<file path="src/hw/rtl/upc_pkg.sv">
// ----------------------------------------------------------------------------
// URL percent codec package
// Shared constants, types and character-class helpers for the codec.
// ----------------------------------------------------------------------------
package upc_pkg;

    // Most results one input byte can produce
    localparam int MAX_RESULTS = 3;

    // Escape introducer
    localparam logic [7:0] CHAR_PCT = 8'h25;

    // Decoder hold state
    localparam logic [1:0] PEND_IDLE  = 2'd0;
    localparam logic [1:0] PEND_PCT   = 2'd1;
    localparam logic [1:0] PEND_DIGIT = 2'd2;

    // Result beats produced for one input byte
    typedef struct packed {
        logic [MAX_RESULTS-1:0][7:0] bytes;
        logic [MAX_RESULTS-1:0]      lasts;
        logic                        bad;
        logic [1:0]                  count;
    } res_t;

    // Decoder hold state handed back to the registers
    typedef struct packed {
        logic [1:0] count;
        logic [7:0] digit;
    } pend_t;

    // Byte that passes through the encoder unchanged
    function automatic logic is_plain(input logic [7:0] b);
        logic hit;
        hit = (b >= 8'h61 && b <= 8'h7a) || (b >= 8'h41 && b <= 8'h5a) ||
              (b >= 8'h30 && b <= 8'h39);
        hit = hit || b == 8'h7e || b == 8'h21 || b == 8'h2a || b == 8'h28 ||
              b == 8'h29 || b == 8'h5f || b == 8'h2d || b == 8'h27 ||
              b == 8'h2e || b == 8'h2b || b == 8'h3a;
        return hit;
    endfunction

    // Uppercase hex character for one nibble
    function automatic logic [7:0] hex_char(input logic [3:0] n);
        logic [7:0] c;
        if (n < 4'd10)
            c = 8'h30 + {4'd0, n};
        else
            c = 8'h37 + {4'd0, n};
        return c;
    endfunction

    // Hex digit value, either case; bit 4 set when the digit is valid
    function automatic logic [4:0] hex_value(input logic [7:0] b);
        logic [7:0] t;
        logic [4:0] v;
        v = 5'd0;
        if (b >= 8'h30 && b <= 8'h39) begin
            t = b - 8'h30;
            v = {1'b1, t[3:0]};
        end else if (b >= 8'h61 && b <= 8'h66) begin
            t = b - 8'h57;
            v = {1'b1, t[3:0]};
        end else if (b >= 8'h41 && b <= 8'h46) begin
            t = b - 8'h37;
            v = {1'b1, t[3:0]};
        end
        return v;
    endfunction

endpackage

</file>
<file path="src/hw/rtl/upc_xlate.sv">
// ----------------------------------------------------------------------------
// URL percent codec translator
// Maps one input byte and the decoder hold state to up to three result beats.
// ----------------------------------------------------------------------------
module upc_xlate (
    input  logic            decode_mode,
    input  logic [7:0]      in_byte,
    input  logic            in_last,
    input  upc_pkg::pend_t  pend,
    output upc_pkg::res_t   res,
    output upc_pkg::pend_t  pend_next
);

    logic [4:0] h1;
    logic [4:0] h2;

    assign h1 = upc_pkg::hex_value(pend.digit);
    assign h2 = upc_pkg::hex_value(in_byte);

    always_comb
    begin
        res            = '0;
        pend_next      = '0;
        if (!decode_mode) begin
            // Encode: pass plain bytes, escape the rest
            if (upc_pkg::is_plain(in_byte)) begin
                res.bytes[0] = in_byte;
                res.lasts[0] = in_last;
                res.count    = 2'd1;
            end else begin
                res.bytes[0] = upc_pkg::CHAR_PCT;
                res.bytes[1] = upc_pkg::hex_char(in_byte[7:4]);
                res.bytes[2] = upc_pkg::hex_char(in_byte[3:0]);
                res.lasts[2] = in_last;
                res.count    = 2'd3;
            end
        end else begin
            case (pend.count)
                upc_pkg::PEND_PCT:
                begin
                    if (in_last) begin
                        // Short escape at end: flush '%' and this byte
                        res.bytes[0] = upc_pkg::CHAR_PCT;
                        res.bytes[1] = in_byte;
                        res.lasts[1] = 1'b1;
                        res.count    = 2'd2;
                    end else begin
                        pend_next.count = upc_pkg::PEND_DIGIT;
                        pend_next.digit = in_byte;
                    end
                end
                upc_pkg::PEND_DIGIT:
                begin
                    // Complete the escape; repair bad digits
                    if (!h1[4]) begin
                        res.bytes[0] = 8'h00;
                        res.bad      = 1'b1;
                    end else if (!h2[4]) begin
                        res.bytes[0] = {4'd0, h1[3:0]};
                    end else begin
                        res.bytes[0] = {h1[3:0], h2[3:0]};
                    end
                    res.lasts[0] = in_last;
                    res.count    = 2'd1;
                end
                default:
                begin
                    if (in_byte == upc_pkg::CHAR_PCT && !in_last) begin
                        pend_next.count = upc_pkg::PEND_PCT;
                    end else begin
                        res.bytes[0] = in_byte;
                        res.lasts[0] = in_last;
                        res.count    = 2'd1;
                    end
                end
            endcase
        end
    end

endmodule

</file>
<file path="src/hw/rtl/url_percent_codec.sv">
// Latency: first result beat is valid the cycle after the input beat is accepted.
// Throughput: one input per cycle while out_ready holds and each gives one beat;
// an escaped byte in encode mode gives three beats, and the next input waits
// while the one-byte output drains the three-slot result register.
// Reset: rst_n (async, low) clears the mode to encode, the decoder hold state
// and the result register; no clearing pass is needed.
// ----------------------------------------------------------------------------
// URL percent codec
// Percent-encodes or percent-decodes a byte stream, selected by decode_mode.
// ----------------------------------------------------------------------------
module url_percent_codec (
    input  logic       clk,
    input  logic       rst_n,
    input  logic       decode_mode_wr_en,
    input  logic       decode_mode_wr_data,
    input  logic       in_valid,
    output logic       in_ready,
    input  logic [7:0] in_byte,
    input  logic       in_last,
    output logic       out_valid,
    input  logic       out_ready,
    output logic [7:0] out_byte,
    output logic       out_last,
    output logic       bad_escape
);

    logic                          mode_reg;
    upc_pkg::pend_t                pend_reg;
    upc_pkg::pend_t                pend_next;
    upc_pkg::res_t                 res;
    logic [upc_pkg::MAX_RESULTS-1:0][7:0] slot_byte_reg;
    logic [upc_pkg::MAX_RESULTS-1:0]      slot_last_reg;
    logic                          slot_bad_reg;
    logic [1:0]                    cnt_reg;
    logic                          take;
    logic                          accept;

    upc_xlate u_xlate (
        .decode_mode (mode_reg),
        .in_byte     (in_byte),
        .in_last     (in_last),
        .pend        (pend_reg),
        .res         (res),
        .pend_next   (pend_next)
    );

    // Handshake: take a new beat once the last pending result leaves
    assign out_valid  = (cnt_reg != 2'd0);
    assign take       = out_valid && out_ready;
    assign in_ready   = !out_valid || (out_ready && cnt_reg == 2'd1);
    assign accept     = in_valid && in_ready;
    assign out_byte   = slot_byte_reg[0];
    assign out_last   = slot_last_reg[0];
    assign bad_escape = slot_bad_reg;

    // Mode register and decoder hold state
    always_ff @(posedge clk or negedge rst_n)
    begin
        if (!rst_n) begin
            mode_reg <= 1'b0;
            pend_reg <= '0;
        end else if (decode_mode_wr_en) begin
            mode_reg <= decode_mode_wr_data;
            pend_reg <= '0;
        end else if (accept) begin
            pend_reg <= pend_next;
        end
    end

    // Result count
    always_ff @(posedge clk or negedge rst_n)
    begin
        if (!rst_n) begin
            cnt_reg <= 2'd0;
        end else if (accept) begin
            cnt_reg <= res.count;
        end else if (take) begin
            cnt_reg <= cnt_reg - 2'd1;
        end
    end

    // Result slots: load on accept, shift down on each delivered beat
    always_ff @(posedge clk or negedge rst_n)
    begin
        if (!rst_n) begin
            slot_byte_reg <= '0;
            slot_last_reg <= '0;
            slot_bad_reg  <= 1'b0;
        end else if (accept) begin
            slot_byte_reg <= res.bytes;
            slot_last_reg <= res.lasts;
            slot_bad_reg  <= res.bad;
        end else if (take) begin
            slot_byte_reg <= {8'h00, slot_byte_reg[upc_pkg::MAX_RESULTS-1:1]};
            slot_last_reg <= {1'b0, slot_last_reg[upc_pkg::MAX_RESULTS-1:1]};
            slot_bad_reg  <= 1'b0;
        end
    end

endmodule

</file>
<file path="config.mk">
export PLATFORM = sky130hd
export DESIGN_NAME = url_percent_codec
export DESIGN_NICKNAME = d
export VERILOG_FILES = /design/src/hw/rtl/upc_pkg.sv /design/src/hw/rtl/upc_xlate.sv /design/src/hw/rtl/url_percent_codec.sv
export SDC_FILE = /design/constraint.sdc
export NUM_CORES = 1
export LEC_CHECK = 0
export BUFFER_PORTS_ARGS = -buffer_cell sky130_fd_sc_hd__buf_2
export CAP_MARGIN = 10
export CORE_MARGIN = 4
export CORE_UTILIZATION = 40
export CTS_CLUSTER_DIAMETER = 40
export CTS_CLUSTER_SIZE = 16
export DETAILED_ROUTE_END_ITERATION = 6
export PLACE_DENSITY = 0.56
export SETUP_SLACK_MARGIN = 0.05
export SLEW_MARGIN = 0
export SYNTH_ARGS = -nofsm -noshare
export SYNTH_HDL_FRONTEND = slang
export SYNTH_SLANG_ARGS = --single-unit
</file>
<file path="constraint.sdc">
create_clock -name clk -period 3.1 [get_ports clk]
set_clock_uncertainty 0.1 [all_clocks]
set_input_delay 0.31 -clock clk [delete_from_list [all_inputs] [get_ports clk]]
set_output_delay 0.31 -clock clk [all_outputs]
set_load 0.01 [all_outputs]
</file>
==> metrics.md, run 1 <==
| Metric | Value |
|---|---|
| Status | finished clean |
| Largest cells by area after synthesis | dfrtp_1 (35%), ha_1 (7.4%), a21oi_1 (5.6%) |
| FF+latch count, synth | 40 |
| Layout cells sized above 1 | 0.173 |
| Setup TNS | 0 ns |
| Row count | 30 |
| DPL Wire Length | between 5000 and 6000 microns |
| Mux cell area share after synthesis | 0.0144 |
| CTS root buf | clkbuf_8 |
| Later-pin clock latency in the skew report | approximately 0.29 ns |
| Most frequent cells in the layout | dfrtp_1 (40), a21oi_1 (32), nand2_1 (30), nor2_1 (30), buf_2 (26) |
| Initial DRC Count | 222 |
| Global-route wire length before repair | roughly 13,000 microns |
| Via-to-Cell Ratio | between 5 and 6 |
| Sequential share of the synthesized area | 0.349 |
| Main synth FF type | dfrtp_1 |
| Clock Path Buffers | 2 |
| Post-route design area | between 3000 and 4000 sq um |
| Clock transition at path regs | 0.08 ns |
| Crit share post-route | 0.863 |
| Antenna-violating nets left | 0 |
| Initial antenna violation count | 0 |
| CP arrival | approximately 2.8 ns |
| Nature of the critical path startpoint | flop |
| Mapped Avg Cell Area | 8.56 sq um |
| Post-synth cell types | 64 |
| Worst Hold Class | in2async |
| Relative slew margins | 0.376 |
| Top Layer Used | met4 |
| IO Port Bufs | 26 |
| Cell count after synthesis | between 300 and 400 |
| Mapped cell area | about 2900 sq um |
| DP Area | 3070 sq um |
| Pre-antenna DRT Iters | 5 |
| Via count of the first global-routing pass | approximately 2,500 |
| Post-CTS Hold Fix Bufs | 0 |
| Max reg flops | 15 |
| Lkg Pwr | between 1 and 1.5 nW |
| Syn_nets | 367 |
| Wire length on met2 | 3640 microns |
| Antenna cells | 0 |
| Metal3 WL | between 400 and 500 microns |
| Ports | 27 |
| EDFF count, synth | 0 |
| Max IR drop VDD | about 200 uV |
| Yosys top cell by area | dfrtp_1 |
| Post-CTS Setup Inserts | 0 |
| Final core occ | 0.460 |
| Critical Path Sink Type | flop |
| GRT Util Overall | 0.193 |
| Setup Viol. Count Final | 0 |
| Core ar. | about 6900 sq um |
| Top cell type's share of synthesized area | 0.349 |
| Post-Synth Adder-Cell Area | 0.0741 |
| Final hold vios | 0 |
| Yosys warns | 0 |
| Congestion Overflow GR | 0 |
| Initial Util | 0.418 |
| Power per cell area | around 550 nW/um^2 |
| Total power draw | between 1.5 and 2 mW |
| Die area | approximately 8600 sq um |
| Met1 wire length | around 3800 microns |
| Max-slew violations | 0 |
| Fin nets | between 300 and 400 |
| Min Tclk post-route | 2.68 ns |
| Die Y | approximately 93 microns |
| Largest net degree at the start of global routing | just over 40 |
| Number of instances in the placed design | approximately 440 |
| H-Tree Depth | 2 |
| Avg WL per Cell | 17.6 microns |
| CTS tree | yes |
| Async SR Flop Fraction | 1.00 |
| Synth Area in Compound Gates | 0.281 |
| TritonCTS Sinks | 40 |
| Measured slew at the worst slew-check pin | between 0.9 and 1 ns |
| Largest family of logic cells by synthesized area | compound AO/OA/AOI/OAI gates |
| Die Wd | about 93 microns |
| Most common cell after layout, fill and taps aside | dfrtp_1 |
| Crit path from | pend_reg[0] |
| Post-synthesis simple-gate area fraction | 0.191 |
| Final Non-Filler Cells | between 400 and 500 |
| Drt drc | 0 |
| Max_cap viols | 0 |
| P&R area growth vs syn | 10.2% |
| Final wirelength | slightly below 8000 microns |
| FF-to-FF Start | pend_reg[0] |
| GP Congestion | 0.869 |
| Routed vias | around 2,600 |
| CP required | between 3 and 4 ns |
| RSZ-0062 raised after global routing | no |
| Post-Synth XOR/XNOR Area | 0.0122 |
| Cts bufs inserted | 5 |
| Post-CTS sizing | 0 |
| FMAX | about 370 MHz |
| Critical Path Fanout Max | 6 |
| CP Class | reg2reg |
final timing paths:
kind | endpoint | slack [ns] | cells past startpoint
max | out_byte[6] | 0.42 | 9
min | pend_reg[2] | 0.04 | 1
max reg2reg | out_byte[6] | 0.42 | 9
min reg2reg | bad_escape | 0.38 | 2
max in group asynchronous | slot_byte_reg[13] | 2.27 | 1
min in group clk | mode_reg | 0.12 | 3
synth_stat cells (all sizes together), types with 3 or more instances:
cell / instances
and3: 4
nor4b: 4
xnor2: 4
o22ai: 3
mux2i: 3
buf: 14
clkbuf: 14
a31oi: 5
nor3b: 3
a222oi: 3
nor2: 30
a22o: 14
o21ai: 23
nand2: 30
a21oi: 33
ha: 17
o2111ai: 4
dfrtp: 40
inv: 20
nor4: 3
nand3: 10
a221oi: 6
o21bai: 3
a21o: 3
final cells by class:
class	instances	area, sq um
Multi-Input combinational cell	247	1650
Clock buffer	6	82.6
Fill cell	703	3710
Inverter	20	75.1
Tap cell	96	120
Sequential cell	40	1000
Timing Repair Buffer	38	220
Clock inverter	2	15.0
critical path, cell delays in order (launching register included):
cell and delay [ns]:
dfrtp_1 0.45, inv_1 0.09, ha_1 0.15, o21bai_1 0.09
a21oi_1 0.38, a31oi_1 0.18, nor2_1 0.29, nand2_1 0.15
o221a_2 0.31, a2111oi_0 0.36
power breakdown:
part	switching (mW)	internal [mW]
combinational	0.386	0.247
clock	0.202	0.180
sequential	0.0756	0.643
per-layer routing:
layer / up-vias / GRT usage
met5: - / 0
met4: 0 / 0.0501
met3: 8 / 0.0276
met2: 90 / 0.298
met1: 1281 / 0.282
li1: 1265 / -
through the flow:
step / setup WS [ns] / hold WS, ns
after global placement: 0.247 / 0.350
after detailed placement: 0.132 / 0.362
final: 0.425 / 0.0440
after floorplan: 0.0892 / -0.0856
after CTS: 0.425 / 0.0783
after global routing: 0.161 / 0.108
cell families (layout without fill, tap and decap cells):
| logic type | after synthesis | after routing |
|---|---|---|
| muxes | 4 | 4 |
| and+or+nand+nor | 104 | 104 |
| adders and majority gates | 17 | 17 |
| AOI/OAI and AO/OA | 118 | 118 |
| buffers and inverters | 48 | 66 |
| xor gates and xnor gates | 4 | 4 |
| DFF | 40 | 40 |
No activity file was read; power rests on OpenSTA's default activity.
==> run 2: changes to the inputs <==
- CORE_ASPECT_RATIO: not set -> 0.7
- SLEW_MARGIN: 0 -> 20
- clock period: 3.1 -> 3.05 ns (I/O delays scaled with it)
==> run 2 against run 1 <==
  * Non-clock buffer count rose by 5
  * Routed wire length increased by 5.0%
  * Worst hold slack is essentially flat
  * Power grew 0.80%
  * First-iteration DRC count increased by 11%
  * Combinational power up 5.2%
  * Count of clock-buffer cells in the layout did not move
  * Register-to-register slack got worse by 0.07 ns
  * Via count grew 0.53%
  * Critical path type unchanged
  * Critical endpoint unchanged
  * Largest power group unchanged
==> metrics.md, run 2 (synthesized netlist as in run 1, its figures left out) <==
| Metric | Value |
|---|---|
| Layout cells sized above 1 | 0.179 (+0.00647) |
| Die Y | 78.9 microns (-15%) |
| CP Class | reg2reg |
| Largest net degree at the start of global routing | 41 (unchanged) |
| Met3 Usage GRT | 0.0341 (+0.00650) |
| Antenna cells | 0 (unchanged) |
| Relative slew margins | 0.381 (+0.00529) |
| Initial antenna violation count | 0 (unchanged) |
| Die Wd | 109 microns (+18%) |
| Status | finished clean |
| Lkg Pwr | 1.41 nW (+1.7%) |
| Critical Path Fanout Max | 6 (unchanged) |
| Most common cell after layout, fill and taps aside | dfrtp_1 |
| Via-to-Cell Ratio | 5.89 (about the same) |
| Final core occ | 0.466 (+0.00528) |
| Later-pin clock latency in the skew report | 0.30 ns (about the same) |
| Congestion Overflow GR | 0 (unchanged) |
| Max_cap viols | 0 (unchanged) |
| FMAX | 372 MHz (-0.60%) |
| Clock transition at path regs | 0.08 ns (about the same) |
| Ports | 27 (unchanged) |
| Post-CTS Hold Fix Bufs | 0 (unchanged) |
| CP required | 3.11 ns (-0.06 ns) |
| Dpl ws | 0.162 ns (+0.0299 ns) |
| Crit path from | pend_reg[0] |
| Nature of the critical path startpoint | flop |
| Row count | 25 (-17%) |
| Initial DRC Count | 247 (+11%) |
| Post-CTS Setup Inserts | 0 (unchanged) |
| Drt drc | 0 (unchanged) |
| Final hold vios | 0 (unchanged) |
| Setup Viol. Count Final | 0 (unchanged) |
| GP Congestion | 0.888 (+2.3%) |
| GRT Util Overall | 0.203 (+0.0101) |
| Via count of the first global-routing pass | 2,434 (-2.6%) |
| Met1 usage | 0.332 (+0.0499) |
| Core ar. | 6850 sq um (-0.27%) |
| Global-route wire length before repair | 13,800 microns (+3.6%) |
| Worst Hold Class | in2async |
| DPL Wire Length | 5950 microns (+5.3%) |
| P&R area growth vs syn | 11.2% |
| Avg WL per Cell | 18.4 microns (+4.6%) |
| DP Area | 3110 sq um (+1.6%) |
| CTS tree | yes |
| H-Tree Depth | 2 (unchanged) |
| Max IR drop VDD | 209 uV (+5.9%) |
| Slack of the critical path | 0.359 ns (-0.0663 ns) |
| GR peak layer | met1 |
| FF-to-FF Start | pend_reg[0] |
| TritonCTS Sinks | 40 (unchanged) |
| Crit share post-route | 0.882 (+0.0195) |
| Fin nets | 389 (+1.3%) |
| Filler cell count | 683 (-2.8%) |
| CP arrival | 2.75 ns (about the same) |
| Post-route design area | 3190 sq um (+0.87%) |
| Final wirelength | 8310 microns (+5.0%) |
| Antenna-violating nets left | 0 (unchanged) |
| RSZ-0062 raised after global routing | no |
| Routed vias | 2,658 (+0.53%) |
| Cts bufs inserted | 5 (unchanged) |
| Post-CTS sizing | 0 (unchanged) |
| Max-slew violations | 0 (unchanged) |
| Setup TNS | 0 ns (unchanged) |
| Met2 usage | 0.278 (-0.0197) |
| Min Tclk post-route | 2.69 ns (+0.0163 ns) |
| CTS root buf | clkbuf_8 |
| Initial Util | 0.419 (+0.00114) |
| Pre-antenna DRT Iters | 6 (+1) |
| Most frequent cells in the layout | dfrtp_1 (40), a21oi_1 (32), nand2_1 (30), nor2_1 (30), buf_2 (26) |
| Hold_ws | 0.0436 ns (-0.000498 ns) |
| Power per cell area | 548 nW/um^2 (about the same) |
| Max reg flops | 15 (unchanged) |
| IO Port Bufs | 26 (unchanged) |
| Die area | 8610 sq um (+0.25%) |
| Critical Path Sink Type | flop |
| Measured slew at the worst slew-check pin | 0.929 ns (-0.00793 ns) |
| Clock Path Buffers | 2 (unchanged) |
[run 2: cell types whose count changed in the layout (fill, tap and decap cells not counted), sizes merged]
cell | previous run | this run
buf | 38 | 43
clkinvlp | 2 | 0
clkinv | 0 | 1
[run 2: path summary, 6_finish.rpt]
kind	endpoint	slack, ns	depth (start not counted)
min reg2reg	bad_escape	0.38	2
max in group asynchronous	slot_byte_reg[22]	2.22	1
max	out_byte[6]	0.36	9
min in group clk	mode_reg	0.12	3
min	pend_reg[4]	0.04	1
max reg2reg	out_byte[6]	0.36	9
[run 2: critical path: stages, from the launching register on]
cell and delay, ns:
dfrtp_1 0.46, inv_1 0.09, ha_1 0.15, o21bai_1 0.09
a21oi_1 0.38, a31oi_1 0.19, nor2_1 0.31, nand2_1 0.13
o221a_2 0.30, a2111oi_0 0.37
[run 2: layout make-up]
cell class	instances	area [sq um]	area share
Clock buffer	6	72.6	0.0227
Clock inverter	1	5.00	0.00157
Inverter	20	75.1	0.0235
Multi-Input combinational cell	247	1650	0.517
Sequential cell	40	1000	0.314
Tap cell	94	118	0.0369
Timing Repair Buffer	43	270	0.0847
[run 2: report_power, final]
group | internal, mW | leakage [nW] | switching, mW | total, mW
Clock | 0.156 | 0.0410 | 0.192 | 0.348
Sequential | 0.654 | 0.525 | 0.0801 | 0.734
Combinational | 0.260 | 0.842 | 0.406 | 0.666
Total | 1.07 | 1.41 | 0.677 | 1.75
[run 2: through the flow]
| step | power (mW) | instances |
|---|---|---|
| 2_1_floorplan | 1.22 | 335 |
| 3_3_place_gp | 1.41 | 444 |
| 3_5_place_dp | 1.40 | 444 |
| 4_1_cts | 1.75 | 451 |
| 5_1_grt | 1.87 | 451 |
| 6_report | 1.75 | 451 |
[run 2: per-layer routing]
metal | vias up | wire length, microns
met4 | 0 | 65
met1 | 1275 | 4210
li1 | 1270 | -
met5 | - | 0
met2 | 104 | 3400
met3 | 9 | 638
